===== config.mk =====
export PLATFORM = sky130hd
export DESIGN_NAME = link_traffic_statistics_flat
export DESIGN_NICKNAME = d
export VERILOG_FILES = /design/src/sv/lts_pkg.sv /design/src/sv/lts_in_if.sv /design/src/sv/lts_out_if.sv /design/src/sv/link_traffic_statistics.sv /design/src/flat_wrapper.sv
export SDC_FILE = /design/constraint.sdc
export NUM_CORES = 1
export LEC_CHECK = 0
export BUFFER_PORTS_ARGS = -buffer_cell sky130_fd_sc_hd__buf_2
export CORE_MARGIN = 4
export CORE_UTILIZATION = 45
export CTS_BUF_LIST = sky130_fd_sc_hd__clkbuf_8
export DETAILED_ROUTE_END_ITERATION = 7
export PLACE_DENSITY = 0.73
export SYNTH_ARGS = -nofsm -noshare
export SYNTH_HDL_FRONTEND = slang
export SYNTH_SLANG_ARGS = --single-unit
export TNS_END_PERCENT = 10

===== constraint.sdc =====
create_clock -name clk -period 10 [get_ports clk]
set_input_delay 0.5 -clock clk [delete_from_list [all_inputs] [get_ports clk]]
set_output_delay 0.5 -clock clk [all_outputs]
set_load 0.05 [all_outputs]

===== src/sv/lts_pkg.sv =====
// shared types and constants for the link traffic statistics block
// no dependencies; imported by the interfaces and the top level

package lts_pkg;

    localparam int KIND_W         = 2;
    localparam int BYTE_COUNT_W   = 11;
    localparam int FRAME_NUMBER_W = 31;
    localparam int FRAME_BYTES_W  = 24;
    localparam int PACKETS_W      = 16;
    localparam int WINDOW_BYTES_W = 32;
    localparam int NUM_DIRS       = 2;
    localparam int DIR_TX         = 0;
    localparam int DIR_RX         = 1;

    localparam int unsigned DEFAULT_WINDOW_FRAMES = 40;

    typedef enum logic [KIND_W-1:0] {
        KIND_TX        = 2'd0,
        KIND_RX        = 2'd1,
        KIND_FRAME_END = 2'd2
    } kind_t;

endpackage


===== src/sv/lts_in_if.sv =====
// event channel into the link traffic statistics block
// depends on lts_pkg for field widths

interface lts_in_if
    import lts_pkg::*;
();
    logic                      valid;
    logic                      ready;
    logic [KIND_W-1:0]         kind;
    logic [BYTE_COUNT_W-1:0]   byte_count;
    logic [FRAME_NUMBER_W-1:0] frame_number;

    modport source (output valid, kind, byte_count, frame_number, input ready);
    modport sink (input valid, kind, byte_count, frame_number, output ready);
endinterface


===== src/sv/lts_out_if.sv =====
// statistics result channel out of the link traffic statistics block
// depends on lts_pkg for field widths

interface lts_out_if
    import lts_pkg::*;
();
    logic                      valid;
    logic                      ready;
    logic [WINDOW_BYTES_W-1:0] tx_bytes_window;
    logic [WINDOW_BYTES_W-1:0] rx_bytes_window;
    logic [PACKETS_W-1:0]      tx_packets_window;
    logic [PACKETS_W-1:0]      rx_packets_window;
    logic [WINDOW_BYTES_W-1:0] tx_bytes_window_peak;
    logic [WINDOW_BYTES_W-1:0] rx_bytes_window_peak;
    logic [PACKETS_W-1:0]      tx_packets_window_peak;
    logic [PACKETS_W-1:0]      rx_packets_window_peak;
    logic [FRAME_BYTES_W-1:0]  tx_bytes_frame_peak;
    logic [FRAME_BYTES_W-1:0]  rx_bytes_frame_peak;
    logic [PACKETS_W-1:0]      tx_packets_frame_peak;
    logic [PACKETS_W-1:0]      rx_packets_frame_peak;

    modport source (
        output valid, tx_bytes_window, rx_bytes_window, tx_packets_window,
               rx_packets_window, tx_bytes_window_peak, rx_bytes_window_peak,
               tx_packets_window_peak, rx_packets_window_peak, tx_bytes_frame_peak,
               rx_bytes_frame_peak, tx_packets_frame_peak, rx_packets_frame_peak,
        input  ready
    );
    modport sink (
        input  valid, tx_bytes_window, rx_bytes_window, tx_packets_window,
               rx_packets_window, tx_bytes_window_peak, rx_bytes_window_peak,
               tx_packets_window_peak, rx_packets_window_peak, tx_bytes_frame_peak,
               rx_bytes_frame_peak, tx_packets_frame_peak, rx_packets_frame_peak,
        output ready
    );
endinterface


===== src/sv/link_traffic_statistics.sv =====
// link traffic statistics: frame and window byte/packet counters with peaks
// depends on lts_pkg, lts_in_if and lts_out_if
//
//  channel    dir   transaction
//  stat_in    in    one event: packet sent, packet received or frame end
//  stat_out   out   one snapshot of window values and peaks after that event
//
// one event per cycle sustained while stat_out takes every result
// stage a registers the event, stage b holds the window-close flag, the
// statistics registers double as the result register
// window close test folds the frame number through four 8-bit residue tables
// reset clears all counters, tallies and peaks to zero
// a stalled result holds; the two earlier stages still fill behind it

module link_traffic_statistics
    import lts_pkg::*;
#(
    parameter int unsigned WINDOW_FRAMES = DEFAULT_WINDOW_FRAMES
) (
    input  logic     clk,
    input  logic     rst_n,
    lts_in_if.sink   stat_in,
    lts_out_if.source stat_out
);

    localparam int RES_W = $clog2(WINDOW_FRAMES + 1);
    localparam int SUM_W = RES_W + 2;
    localparam logic [SUM_W-1:0] W1 = SUM_W'(WINDOW_FRAMES);
    localparam logic [SUM_W-1:0] W2 = SUM_W'(2 * WINDOW_FRAMES);
    localparam logic [SUM_W-1:0] W3 = SUM_W'(3 * WINDOW_FRAMES);

    // pipeline control
    logic a_valid_reg;
    logic b_valid_reg;
    logic out_valid_reg;
    logic out_free;
    logic b_ready;
    logic a_ready;
    logic commit;

    // stage a payload
    kind_t                     a_kind_reg;
    logic [BYTE_COUNT_W-1:0]   a_bytes_reg;
    logic [FRAME_NUMBER_W-1:0] a_frame_reg;

    // stage b payload
    kind_t                   b_kind_reg;
    logic [BYTE_COUNT_W-1:0] b_bytes_reg;
    logic                    b_close_reg;

    // window close test
    logic [RES_W-1:0] res_tab [4][256];
    logic [31:0]      frame_wide;
    logic [SUM_W-1:0] res_sum;
    logic             close_flag;

    // statistics state
    logic [FRAME_BYTES_W-1:0]  frame_bytes_reg [NUM_DIRS];
    logic [FRAME_BYTES_W-1:0]  frame_bytes_next [NUM_DIRS];
    logic [PACKETS_W-1:0]      frame_pkts_reg [NUM_DIRS];
    logic [PACKETS_W-1:0]      frame_pkts_next [NUM_DIRS];
    logic [FRAME_BYTES_W-1:0]  fpeak_bytes_reg [NUM_DIRS];
    logic [FRAME_BYTES_W-1:0]  fpeak_bytes_next [NUM_DIRS];
    logic [PACKETS_W-1:0]      fpeak_pkts_reg [NUM_DIRS];
    logic [PACKETS_W-1:0]      fpeak_pkts_next [NUM_DIRS];
    logic [WINDOW_BYTES_W-1:0] tally_bytes_reg [NUM_DIRS];
    logic [WINDOW_BYTES_W-1:0] tally_bytes_next [NUM_DIRS];
    logic [PACKETS_W-1:0]      tally_pkts_reg [NUM_DIRS];
    logic [PACKETS_W-1:0]      tally_pkts_next [NUM_DIRS];
    logic [WINDOW_BYTES_W-1:0] shown_bytes_reg [NUM_DIRS];
    logic [WINDOW_BYTES_W-1:0] shown_bytes_next [NUM_DIRS];
    logic [PACKETS_W-1:0]      shown_pkts_reg [NUM_DIRS];
    logic [PACKETS_W-1:0]      shown_pkts_next [NUM_DIRS];
    logic [WINDOW_BYTES_W-1:0] wpeak_bytes_reg [NUM_DIRS];
    logic [WINDOW_BYTES_W-1:0] wpeak_bytes_next [NUM_DIRS];
    logic [PACKETS_W-1:0]      wpeak_pkts_reg [NUM_DIRS];
    logic [PACKETS_W-1:0]      wpeak_pkts_next [NUM_DIRS];

    // saturating sums
    logic [FRAME_BYTES_W:0]    byte_sum [NUM_DIRS];
    logic [FRAME_BYTES_W-1:0]  byte_sat [NUM_DIRS];
    logic [PACKETS_W-1:0]      pkt_sat [NUM_DIRS];
    logic [WINDOW_BYTES_W:0]   tally_b_sum [NUM_DIRS];
    logic [WINDOW_BYTES_W-1:0] tally_b_sat [NUM_DIRS];
    logic [PACKETS_W:0]        tally_p_sum [NUM_DIRS];
    logic [PACKETS_W-1:0]      tally_p_sat [NUM_DIRS];
    logic                      pkt_hit [NUM_DIRS];

    // handshake: each stage fills when it is empty or the one after it moves
    assign out_free       = !out_valid_reg || stat_out.ready;
    assign b_ready        = !b_valid_reg || out_free;
    assign a_ready        = !a_valid_reg || b_ready;
    assign commit         = b_valid_reg && out_free;
    assign stat_in.ready  = a_ready;
    assign stat_out.valid = out_valid_reg;

    always_ff @(posedge clk or negedge rst_n)
    begin
        if (!rst_n)
        begin
            a_valid_reg   <= 1'b0;
            b_valid_reg   <= 1'b0;
            out_valid_reg <= 1'b0;
        end
        else
        begin
            if (a_ready)
                a_valid_reg <= stat_in.valid;
            if (b_ready)
                b_valid_reg <= a_valid_reg;
            if (commit)
                out_valid_reg <= 1'b1;
            else if (stat_out.ready)
                out_valid_reg <= 1'b0;
        end
    end

    always_ff @(posedge clk)
    begin
        if (a_ready && stat_in.valid)
        begin
            a_kind_reg  <= kind_t'(stat_in.kind);
            a_bytes_reg <= stat_in.byte_count;
            a_frame_reg <= stat_in.frame_number;
        end
        if (b_ready && a_valid_reg)
        begin
            b_kind_reg  <= a_kind_reg;
            b_bytes_reg <= a_bytes_reg;
            b_close_reg <= close_flag;
        end
    end

    // residue of (digit << 8*i) modulo the window length, per byte lane
    for (genvar i = 0; i < 4; i++)
    begin : g_lane
        for (genvar j = 0; j < 256; j++)
        begin : g_entry
            localparam int unsigned RES =
                int'((longint'(j) << (8 * i)) % longint'(WINDOW_FRAMES));
            assign res_tab[i][j] = RES_W'(RES);
        end
    end

    assign frame_wide = {1'b0, a_frame_reg};

    // sum of four residues stays below four window lengths
    assign res_sum = SUM_W'(res_tab[0][frame_wide[7:0]])
                   + SUM_W'(res_tab[1][frame_wide[15:8]])
                   + SUM_W'(res_tab[2][frame_wide[23:16]])
                   + SUM_W'(res_tab[3][frame_wide[31:24]]);

    assign close_flag = (res_sum == '0) || (res_sum == W1) || (res_sum == W2)
                     || (res_sum == W3);

    always_comb
    begin
        pkt_hit[DIR_TX] = (b_kind_reg == KIND_TX);
        // an empty receive means nothing arrived
        pkt_hit[DIR_RX] = (b_kind_reg == KIND_RX) && (b_bytes_reg != '0);

        for (int d = 0; d < NUM_DIRS; d++)
        begin
            frame_bytes_next[d] = frame_bytes_reg[d];
            frame_pkts_next[d]  = frame_pkts_reg[d];
            fpeak_bytes_next[d] = fpeak_bytes_reg[d];
            fpeak_pkts_next[d]  = fpeak_pkts_reg[d];
            tally_bytes_next[d] = tally_bytes_reg[d];
            tally_pkts_next[d]  = tally_pkts_reg[d];
            shown_bytes_next[d] = shown_bytes_reg[d];
            shown_pkts_next[d]  = shown_pkts_reg[d];
            wpeak_bytes_next[d] = wpeak_bytes_reg[d];
            wpeak_pkts_next[d]  = wpeak_pkts_reg[d];

            byte_sum[d] = {1'b0, frame_bytes_reg[d]} + (FRAME_BYTES_W+1)'(b_bytes_reg);
            byte_sat[d] = byte_sum[d][FRAME_BYTES_W] ? '1 : byte_sum[d][FRAME_BYTES_W-1:0];
            pkt_sat[d]  = (&frame_pkts_reg[d]) ? frame_pkts_reg[d]
                                               : frame_pkts_reg[d] + PACKETS_W'(1);

            tally_b_sum[d] = {1'b0, tally_bytes_reg[d]}
                           + (WINDOW_BYTES_W+1)'(frame_bytes_reg[d]);
            tally_b_sat[d] = tally_b_sum[d][WINDOW_BYTES_W] ? '1
                           : tally_b_sum[d][WINDOW_BYTES_W-1:0];
            tally_p_sum[d] = {1'b0, tally_pkts_reg[d]} + {1'b0, frame_pkts_reg[d]};
            tally_p_sat[d] = tally_p_sum[d][PACKETS_W] ? '1 : tally_p_sum[d][PACKETS_W-1:0];

            case (b_kind_reg)
                KIND_TX, KIND_RX:
                begin
                    if (pkt_hit[d])
                    begin
                        frame_bytes_next[d] = byte_sat[d];
                        frame_pkts_next[d]  = pkt_sat[d];
                    end
                end
                KIND_FRAME_END:
                begin
                    if (frame_bytes_reg[d] > fpeak_bytes_reg[d])
                        fpeak_bytes_next[d] = frame_bytes_reg[d];
                    if (frame_pkts_reg[d] > fpeak_pkts_reg[d])
                        fpeak_pkts_next[d] = frame_pkts_reg[d];
                    frame_bytes_next[d] = '0;
                    frame_pkts_next[d]  = '0;
                    if (b_close_reg)
                    begin
                        // new window is shown and compared against the peak
                        shown_bytes_next[d] = tally_b_sat[d];
                        shown_pkts_next[d]  = tally_p_sat[d];
                        if (tally_b_sat[d] > wpeak_bytes_reg[d])
                            wpeak_bytes_next[d] = tally_b_sat[d];
                        if (tally_p_sat[d] > wpeak_pkts_reg[d])
                            wpeak_pkts_next[d] = tally_p_sat[d];
                        tally_bytes_next[d] = '0;
                        tally_pkts_next[d]  = '0;
                    end
                    else
                    begin
                        tally_bytes_next[d] = tally_b_sat[d];
                        tally_pkts_next[d]  = tally_p_sat[d];
                    end
                end
                default:
                begin
                end
            endcase
        end
    end

    // state only moves when the previous result has gone, so it is the result
    always_ff @(posedge clk or negedge rst_n)
    begin
        if (!rst_n)
        begin
            for (int d = 0; d < NUM_DIRS; d++)
            begin
                frame_bytes_reg[d] <= '0;
                frame_pkts_reg[d]  <= '0;
                fpeak_bytes_reg[d] <= '0;
                fpeak_pkts_reg[d]  <= '0;
                tally_bytes_reg[d] <= '0;
                tally_pkts_reg[d]  <= '0;
                shown_bytes_reg[d] <= '0;
                shown_pkts_reg[d]  <= '0;
                wpeak_bytes_reg[d] <= '0;
                wpeak_pkts_reg[d]  <= '0;
            end
        end
        else if (commit)
        begin
            for (int d = 0; d < NUM_DIRS; d++)
            begin
                frame_bytes_reg[d] <= frame_bytes_next[d];
                frame_pkts_reg[d]  <= frame_pkts_next[d];
                fpeak_bytes_reg[d] <= fpeak_bytes_next[d];
                fpeak_pkts_reg[d]  <= fpeak_pkts_next[d];
                tally_bytes_reg[d] <= tally_bytes_next[d];
                tally_pkts_reg[d]  <= tally_pkts_next[d];
                shown_bytes_reg[d] <= shown_bytes_next[d];
                shown_pkts_reg[d]  <= shown_pkts_next[d];
                wpeak_bytes_reg[d] <= wpeak_bytes_next[d];
                wpeak_pkts_reg[d]  <= wpeak_pkts_next[d];
            end
        end
    end

    assign stat_out.tx_bytes_window        = shown_bytes_reg[DIR_TX];
    assign stat_out.rx_bytes_window        = shown_bytes_reg[DIR_RX];
    assign stat_out.tx_packets_window      = shown_pkts_reg[DIR_TX];
    assign stat_out.rx_packets_window      = shown_pkts_reg[DIR_RX];
    assign stat_out.tx_bytes_window_peak   = wpeak_bytes_reg[DIR_TX];
    assign stat_out.rx_bytes_window_peak   = wpeak_bytes_reg[DIR_RX];
    assign stat_out.tx_packets_window_peak = wpeak_pkts_reg[DIR_TX];
    assign stat_out.rx_packets_window_peak = wpeak_pkts_reg[DIR_RX];
    assign stat_out.tx_bytes_frame_peak    = fpeak_bytes_reg[DIR_TX];
    assign stat_out.rx_bytes_frame_peak    = fpeak_bytes_reg[DIR_RX];
    assign stat_out.tx_packets_frame_peak  = fpeak_pkts_reg[DIR_TX];
    assign stat_out.rx_packets_frame_peak  = fpeak_pkts_reg[DIR_RX];

    a_window_peak_covers_shown: assert property (@(posedge clk) disable iff (!rst_n)
        (wpeak_bytes_reg[DIR_TX] >= shown_bytes_reg[DIR_TX])
        && (wpeak_bytes_reg[DIR_RX] >= shown_bytes_reg[DIR_RX]))
        else $error("window byte peak below shown window value");

    a_frame_peak_monotonic: assert property (@(posedge clk) disable iff (!rst_n)
        commit |=> (fpeak_bytes_reg[DIR_TX] >= $past(fpeak_bytes_reg[DIR_TX]))
               && (fpeak_pkts_reg[DIR_RX] >= $past(fpeak_pkts_reg[DIR_RX])))
        else $error("frame peak decreased");

    a_frame_end_clears: assert property (@(posedge clk) disable iff (!rst_n)
        (commit && (b_kind_reg == KIND_FRAME_END)) |=>
            (frame_bytes_reg[DIR_TX] == '0) && (frame_pkts_reg[DIR_RX] == '0))
        else $error("frame counts not cleared at frame end");

    a_state_only_on_commit: assert property (@(posedge clk) disable iff (!rst_n)
        !commit |=> $stable(frame_bytes_reg[DIR_TX]) && $stable(tally_bytes_reg[DIR_RX]))
        else $error("statistics changed without a committed event");

endmodule

===== src/flat_wrapper.sv =====
// flat-port wrapper written by rule: the top's interface ports become plain ports
module link_traffic_statistics_flat import lts_pkg::*;
#(
    parameter int unsigned WINDOW_FRAMES = DEFAULT_WINDOW_FRAMES
)
  (clk, rst_n, stat_in_valid, stat_in_kind, stat_in_byte_count, stat_in_frame_number, stat_in_ready, stat_out_valid, stat_out_tx_bytes_window, stat_out_rx_bytes_window, stat_out_tx_packets_window, stat_out_rx_packets_window, stat_out_tx_bytes_window_peak, stat_out_rx_bytes_window_peak, stat_out_tx_packets_window_peak, stat_out_rx_packets_window_peak, stat_out_tx_bytes_frame_peak, stat_out_rx_bytes_frame_peak, stat_out_tx_packets_frame_peak, stat_out_rx_packets_frame_peak, stat_out_ready);
  lts_in_if stat_in_i ();
  lts_out_if stat_out_i ();
  input  logic clk;
  input  logic rst_n;
  input wire logic [$bits(stat_in_i.valid)-1:0] stat_in_valid;
  input wire logic [$bits(stat_in_i.kind)-1:0] stat_in_kind;
  input wire logic [$bits(stat_in_i.byte_count)-1:0] stat_in_byte_count;
  input wire logic [$bits(stat_in_i.frame_number)-1:0] stat_in_frame_number;
  output wire logic [$bits(stat_in_i.ready)-1:0] stat_in_ready;
  output wire logic [$bits(stat_out_i.valid)-1:0] stat_out_valid;
  output wire logic [$bits(stat_out_i.tx_bytes_window)-1:0] stat_out_tx_bytes_window;
  output wire logic [$bits(stat_out_i.rx_bytes_window)-1:0] stat_out_rx_bytes_window;
  output wire logic [$bits(stat_out_i.tx_packets_window)-1:0] stat_out_tx_packets_window;
  output wire logic [$bits(stat_out_i.rx_packets_window)-1:0] stat_out_rx_packets_window;
  output wire logic [$bits(stat_out_i.tx_bytes_window_peak)-1:0] stat_out_tx_bytes_window_peak;
  output wire logic [$bits(stat_out_i.rx_bytes_window_peak)-1:0] stat_out_rx_bytes_window_peak;
  output wire logic [$bits(stat_out_i.tx_packets_window_peak)-1:0] stat_out_tx_packets_window_peak;
  output wire logic [$bits(stat_out_i.rx_packets_window_peak)-1:0] stat_out_rx_packets_window_peak;
  output wire logic [$bits(stat_out_i.tx_bytes_frame_peak)-1:0] stat_out_tx_bytes_frame_peak;
  output wire logic [$bits(stat_out_i.rx_bytes_frame_peak)-1:0] stat_out_rx_bytes_frame_peak;
  output wire logic [$bits(stat_out_i.tx_packets_frame_peak)-1:0] stat_out_tx_packets_frame_peak;
  output wire logic [$bits(stat_out_i.rx_packets_frame_peak)-1:0] stat_out_rx_packets_frame_peak;
  input wire logic [$bits(stat_out_i.ready)-1:0] stat_out_ready;
  assign stat_in_i.valid = stat_in_valid;
  assign stat_in_i.kind = stat_in_kind;
  assign stat_in_i.byte_count = stat_in_byte_count;
  assign stat_in_i.frame_number = stat_in_frame_number;
  assign stat_in_ready = stat_in_i.ready;
  assign stat_out_valid = stat_out_i.valid;
  assign stat_out_tx_bytes_window = stat_out_i.tx_bytes_window;
  assign stat_out_rx_bytes_window = stat_out_i.rx_bytes_window;
  assign stat_out_tx_packets_window = stat_out_i.tx_packets_window;
  assign stat_out_rx_packets_window = stat_out_i.rx_packets_window;
  assign stat_out_tx_bytes_window_peak = stat_out_i.tx_bytes_window_peak;
  assign stat_out_rx_bytes_window_peak = stat_out_i.rx_bytes_window_peak;
  assign stat_out_tx_packets_window_peak = stat_out_i.tx_packets_window_peak;
  assign stat_out_rx_packets_window_peak = stat_out_i.rx_packets_window_peak;
  assign stat_out_tx_bytes_frame_peak = stat_out_i.tx_bytes_frame_peak;
  assign stat_out_rx_bytes_frame_peak = stat_out_i.rx_bytes_frame_peak;
  assign stat_out_tx_packets_frame_peak = stat_out_i.tx_packets_frame_peak;
  assign stat_out_rx_packets_frame_peak = stat_out_i.rx_packets_frame_peak;
  assign stat_out_i.ready = stat_out_ready;
  link_traffic_statistics #(.WINDOW_FRAMES(WINDOW_FRAMES)) u_core (.clk(clk), .rst_n(rst_n), .stat_in(stat_in_i), .stat_out(stat_out_i));
endmodule

==> results of run 1 <==
## per-layer routing
metal	share of wire [%]	routed length, um	GRT usage (%)	vias to the layer above
met5	0	0	0	-
li1	-	-	-	12540
met3	7.3	6298	4.628	171
met2	45	38750	35.15	800
met1	44	37930	30.54	12500
met4	3.7	3202	8.945	0
## worst register-to-register path: stages (launching register included)
cell	delay [ps]
dfrtp_1	430
ha_1	230
fa_1	440
a211oi_1	400
o211ai_2	200
a2111oi_4	440
o211ai_2	170
nand3_1	550
o21ai_0	190
a21oi_1	280
inv_1	80
ha_1	280
nand4_1	150
nor3_1	90
a21boi_0	130
o41a_1	420
or4_1	460
nand2_1	480
buf_4	380
inv_2	160
mux2_2	300
## layout make-up
class                   count  area (um^2)  share of cell area, %
diodes                      3        7.507                0.02049
clock buffers             119         1638                  4.471
clock inverters            44        326.6                 0.8914
inverters                 280         1051                  2.869
multi-input cells        2374        17140                  46.78
flip-flops and latches    509        13030                  35.56
well taps                 940         1176                  3.210
repair buffers            391         2270                  6.195
## layout by cell type, fill, tap and decap left out, drive strengths merged, types with 55 or more instances in the layout
cell | netlist | final
mux2i | 59 | 59
nand2 | 288 | 288
a31oi | 76 | 76
buf | 37 | 345
clkbuf | 86 | 119
ha | 302 | 302
a21oi | 222 | 222
inv | 280 | 303
xnor2 | 55 | 55
mux2 | 163 | 163
nor2 | 222 | 222
edfxtp | 58 | 58
a21o | 80 | 80
dfrtp | 451 | 451
o21ai | 264 | 264
## logic make-up (layout without fill, tap and decap cells)
logic type | Yosys count | in the layout | synth area share (%)
muxes | 225 | 225 | 7.866
buffers and inverters | 403 | 834 | 4.953
other | 0 | 3 | 0
xor gates and xnor gates | 104 | 104 | 2.873
DFF | 509 | 509 | 41.09
and+or+nand+nor | 839 | 839 | 12.57
adders and majority gates | 313 | 313 | 12.61
AOI/OAI and AO/OA | 893 | 893 | 18.03
## per-stage QoR
step                      power (W)  area, um^2  cells
after global routing       0.009129       36630   4659
after CTS                  0.008583       36630   4657
after detailed placement   0.006413       34200   4448
after global placement     0.006335       34200   4448
after floorplan            0.005369       31700   3286
final                      0.008556       36640   4660
## worst paths after layout
kind	from	end	slack, ps
worst max-delay path	u_core.frame_bytes_reg[24]	u_core.stat_out.tx_bytes_window_peak[30]	3630
worst min-delay path	stat_out_ready	u_core.stat_out.valid	140
worst max register to register	u_core.frame_bytes_reg[24]	u_core.stat_out.tx_bytes_window_peak[30]	3630
worst min register to register	u_core.a_bytes_reg[3]	u_core.b_bytes_reg[3]	420
max in group asynchronous	rst_n	u_core.tally_pkts_reg[18]	7250
min in group asynchronous	rst_n	u_core.stat_out.rx_bytes_frame_peak[18]	390
## where the power goes
part           internal (W)  switching (W)  total [W]
registers           0.00244       0.000386    0.00283
clock network       0.00117       0.000931    0.00211
logic               0.00120        0.00242    0.00362
==> results.sh, run 1 <==
export IMPL_status="complete, no violations"
export IMPL_fillCellCount=6389
export IMPL_rsz0062_at_grt="no"
export IMPL_die_w_um=273.4
export IMPL_holdWs_ps=143.2
export IMPL_fin_crit_ps=6370
export IMPL_required_ps=10560
export IMPL_cts_resized=0
export IMPL_yosysSeqAreaShare_pct=41.09
export IMPL_cts_max_path_buffers=3
export IMPL_crit_family="compound AO/OA/AOI/OAI gates"
export IMPL_initial_core_util_pct=45.35
export IMPL_path_cells="ha_1 -> fa_1 -> a211oi_1 -> o211ai_2 -> a2111oi_4 -> o211ai_2 -> nand3_1 -> o21ai_0 -> a21oi_1 -> inv_1 -> ha_1 -> nand4_1 -> nor3_1 -> a21boi_0 -> o41a_1 -> or4_1 -> nand2_1 -> buf_4 -> inv_2 -> mux2_2"
export IMPL_largest_register_ffs=64
export IMPL_synth_edff_count=58
export IMPL_maxSlewViolCount=0
export IMPL_final_setup_tns_ps=0
export IMPL_yosysTopAreaCell="dfrtp_1"
export IMPL_grt_pass1_vias=24620
export IMPL_dp_hpwl_um=62730
export IMPL_power_leakage_nw=18.47
export IMPL_firstDrtPassIters=6
export IMPL_synth_cells=3286
export IMPL_die_y_um=273.4
export IMPL_power_density_nw_per_um2=233.5
export IMPL_path_buf_inv=3
export IMPL_gp_congestion=0.9445
export IMPL_synth_area_leaders="dfrtp_1, ha_1, mux2_2, edfxtp_1, o21ai_0"
export IMPL_drtIter0Drc=1833
export IMPL_skew_ps=38.54
export IMPL_via_count=26010
export IMPL_synth_top_area_share_pct=35.60
export IMPL_hold_violations=0
export IMPL_hold_buffers=46
export IMPL_ios=322
export IMPL_grt_use_total_pct=22.42
export IMPL_core_area_um2=69910
export IMPL_hold_class="in2reg"
export IMPL_root_buffer="clkbuf_8"
export IMPL_crit_cells=20
export IMPL_setup_slack_ps=3630
export IMPL_ff2ff_path_depth=20
export IMPL_cts_tree="yes"
export IMPL_portBuffers=321
export IMPL_async_flop_share_pct=88.61
export IMPL_route_detailed_drc=0
export IMPL_relSlewSlack_pct=24.72
export IMPL_cp_slowest_cell="nand3_1"
export IMPL_crit_arrival_ps=6930
export IMPL_yosysMostFrequentCell="dfrtp_1"
export IMPL_slowest_delay_ps=550
export IMPL_worstSkewPairLatency_ps=710
export IMPL_gr_total_overflow=0
export IMPL_cts_reportedPaths_clkPinSlew_ps=60
export IMPL_wl_per_cell_um=18.49
export IMPL_grt_max_degree=154
export IMPL_die_area_um2=74760
export IMPL_critPathKind="reg2reg"
export IMPL_rows=97
export IMPL_mappedNetlistArea_um2=31700
export IMPL_drive_gt1_share_pct=18.94
export IMPL_antenna_found_initial=2
export IMPL_synth_cell_type_count=90
export IMPL_dp_slack_ps=3681
export IMPL_ys_warn_count=0
export IMPL_clock_sinks=509
export IMPL_holdPathStages=3
export IMPL_peakVddDrop_mv=0.1985
export IMPL_period_share_pct=63.70
export IMPL_path_max_fanout=29
export IMPL_cap_violations=0
export IMPL_synthesis_nets=3647
export IMPL_max_freq_mhz=157.0
export IMPL_endpoint_kind="register"
export IMPL_nets=4008
export IMPL_ant_nets=0
export IMPL_worst_pin_slew_ps=1124
export IMPL_synth_common_cells="dfrtp_1, ha_1, nand2_1"
export IMPL_ctsHtreeMaxLevel=3
export IMPL_setup_viol=0
export IMPL_cts_made_buffers=91
export IMPL_syn_area_per_cell_um2=9.647
export IMPL_area_growth_pct=15.56
export IMPL_wl_um=86180
export IMPL_ys_seq_elements=509
export IMPL_grt_first_pass_wirelength_um=134400
export IMPL_vias_per_cell=5.582
export IMPL_fin_util_pct=52.41
export IMPL_critPathLaunchType="register"
export IMPL_post_cts_buffers=0
export IMPL_synth_ff_type="dfrtp_1"
(Power assumes the default switching activity.)
==> run 2, diff against run 1 <==
Settings changed: ABC_AREA from default to 1, PLACE_DENSITY 0.73 to 0.72.
Clock period 10 ns to 6.1 ns, I/O delays scaled along.
==> run 2 against run 1 <==
Register-to-register slack lost 2600 ps. Sequential cell count unchanged. Worst hold slack improved by 110 ps. Sequential power grew 89%. Via count increased by 27%. Critical path type unchanged. Critical endpoint is now u_core.stat_out.tx_bytes_window_peak[24].
==> results.sh, run 2 <==
export IMPL_nets=5714
export IMPL_required_ps=6730
export IMPL_reg2reg_slack_ps=980
export IMPL_syn_area_per_cell_um2=7.047
export IMPL_power_leakage_nw=22.52
export IMPL_period_share_pct=83.89
export IMPL_crit_start="u_core.frame_bytes_reg[24]"
export IMPL_maxSlewViolCount=0
export IMPL_cts_tree="yes"
export IMPL_yosysMostFrequentCell="nand2_1"
export IMPL_post_cts_buffers=0
export IMPL_peakVddDrop_mv=0.3745
export IMPL_register_area_um2=13030
export IMPL_grt_pass1_vias=31680
export IMPL_hold_class="in2async"
export IMPL_core_area_um2=77340
export IMPL_gr_total_overflow=0
export IMPL_synth_cells=4983
export IMPL_dp_cells=6249
export IMPL_wl_um=105500
export IMPL_fillCellCount=7617
export IMPL_wl_per_cell_um=16.28
export IMPL_initial_core_util_pct=45.41
export IMPL_fin_crit_ps=5117
export IMPL_hold_violations=0
export IMPL_cap_violations=0
export IMPL_final_setup_tns_ps=0
export IMPL_skew_ps=42.98
export IMPL_cts_resized=0
export IMPL_cts_max_path_buffers=3
export IMPL_gp_congestion=0.9399
export IMPL_synth_cell_type_count=55
export IMPL_via_count=33120
export IMPL_worstSkewPairLatency_ps=720
export IMPL_worst_pin_slew_ps=1290
export IMPL_power_density_nw_per_um2=468.5
export IMPL_drive_gt1_share_pct=10.64
export IMPL_async_flop_share_pct=88.61
export IMPL_setup_viol=0
export IMPL_layout_cells_non_filler=6482
export IMPL_ios=322
export IMPL_clock_sinks=509
export IMPL_yosysTopAreaCell="dfrtp_1"
export IMPL_r2r_end="u_core.stat_out.tx_bytes_window_peak[24]"
export IMPL_synthesis_nets=5344
export IMPL_vias_per_cell=5.109
export IMPL_rsz0062_at_grt="no"
export IMPL_ctsHtreeMaxLevel=3
export IMPL_critPathKind="reg2reg"
export IMPL_crit_arrival_ps=5750
export IMPL_drtIter0Drc=2370
export IMPL_synth_edff_count=58
export IMPL_relSlewSlack_pct=13.66
export IMPL_critPathLaunchType="register"
export IMPL_regToRegStartpoint="u_core.frame_bytes_reg[24]"
export IMPL_die_w_um=287.4
export IMPL_portBuffers=321
export IMPL_ys_warn_count=0
export IMPL_ys_seq_elements=509
export IMPL_largest_register_ffs=64
export IMPL_cts_reportedPaths_clkPinSlew_ps=60
export IMPL_grt_max_degree=131
export IMPL_grt_use_total_pct=25.10
export IMPL_die_y_um=287.4
export IMPL_die_area_um2=82570
export IMPL_grt_first_pass_wirelength_um=167400
export IMPL_status="complete, no violations"
export IMPL_layout_common_cells="nand2_1, inv_1, dfrtp_1"
export IMPL_cts_made_buffers=95
export IMPL_endpoint_kind="register"
export IMPL_synth_area_leaders="dfrtp_1, nand2_1, ha_1, inv_1, nand3_1"
export IMPL_path_max_fanout=21
export IMPL_multi_input_area_um2=18940
export IMPL_mappedNetlistArea_um2=35120
export IMPL_synth_ff_type="dfrtp_1"
export IMPL_hold_buffers=47
export IMPL_ant_nets=0
export IMPL_max_freq_mhz=195.4
export IMPL_final_common_cell="nand2_1"
export IMPL_root_buffer="clkbuf_8"
export IMPL_critPathCapture="u_core.stat_out.tx_bytes_window_peak[24]"
export IMPL_firstDrtPassIters=6
export IMPL_synth_common_cells="nand2_1, inv_1, dfrtp_1"
export IMPL_rows=102
export IMPL_antenna_found_initial=2
export IMPL_synth_top_area_share_pct=32.14
export IMPL_ff2ff_path_depth=22
export IMPL_area_growth_pct=14.80
export IMPL_route_detailed_drc=0
export IMPL_dp_hpwl_um=79150
export IMPL_yosysSeqAreaShare_pct=37.10
[run 2: cell count changes after synthesis, moves of 48 or more]
cell	before	now
mux2_2	163	0
a21o_1	80	5
inv_1	278	674
nand3_1	50	389
nor2_1	221	269
nand2_1	288	1911
mux2i_1	59	0
a22o_1	49	0
[run 2: worst min-delay path by stage]
stage	start	endpoint	slack, ps
after floorplan	rst_n	u_core.a_valid_reg	9
after global placement	u_core.a_bytes_reg[7]	u_core.b_bytes_reg[7]	400
after detailed placement	u_core.a_bytes_reg[0]	u_core.b_bytes_reg[0]	410
after CTS	rst_n	u_core.stat_out.tx_packets_frame_peak[10]	230
after global routing	rst_n	u_core.stat_out.tx_packets_frame_peak[10]	290
final	rst_n	u_core.stat_out.tx_packets_frame_peak[10]	250
[run 2: critical path, stage by stage, from the launching register on]
cell and delay, ps:
dfrtp_1 420, ha_1 240, fa_1 450, nand3_1 120, nand3_1 170, nand2_1 100, nand2_1 110, nand3_1 110
nand3_1 100, nand2_2 450, nand3_1 360, ha_1 410, nand2_1 70, nor2_1 160, nand2_1 70, nor3_1 470
nand3_1 130, nand2_1 130, inv_1 50, nand2_1 380, buf_4 350, nand2_1 90, o21ai_0 90
[run 2: area by class of cell]
type                            instances  area share, %
Multi-Input combinational cell       3670          46.99
Sequential cell                       509          32.32
Inverter                              684          6.384
Timing Repair Buffer                  393          5.767
Clock buffer                          123          4.199
Tap cell                             1040          3.228
Clock inverter                         55          1.061
Antenna cell                            8        0.04966
[run 2: kinds of logic (layout without fill, tap and decap cells)]
kind of cell    after synthesis  in the layout  synth area share [%]
compound gates              548            548                 8.712
flops                       509            509                 37.10
buf+inv                     804           1255                 9.018
other cells                   0              8                     0
simple gates               2746           2746                 32.21
fa+ha+maj                   313            313                 11.39
xor+xnor                     63             63                 1.571
[run 2: metrics by stage]
stage	hold slack [ps]	util (%)	area (um^2)	worst slack [ps]	total power [W]
finish	253.6	52.12	40310	982.5	0.01889
CTS	227.2	52.10	40290	1006	0.01899
global route	291.9	52.11	40300	504.3	0.02041
global placement	401.5	48.75	37700	1196	0.01502
detailed placement	405.6	48.75	37700	1020	0.01520
floorplan	9.409	-	35120	2220	0.01243
[run 2: layer usage]
metal	global-route usage, %	routed length (um)
met5	0	0
met4	8.679	3732
met3	5.591	7234
met2	40.87	48100
met1	33.03	46480
[run 2: report_power, final]
group	internal, W	switching, W	total (W)	leakage [nW]
logic	0.00291	0.00697	0.00988	14.8
registers	0.00436	0.000977	0.00534	6.58
clock network	0.00208	0.00159	0.00367	1.19
total	0.00935	0.00954	0.0189	22.5
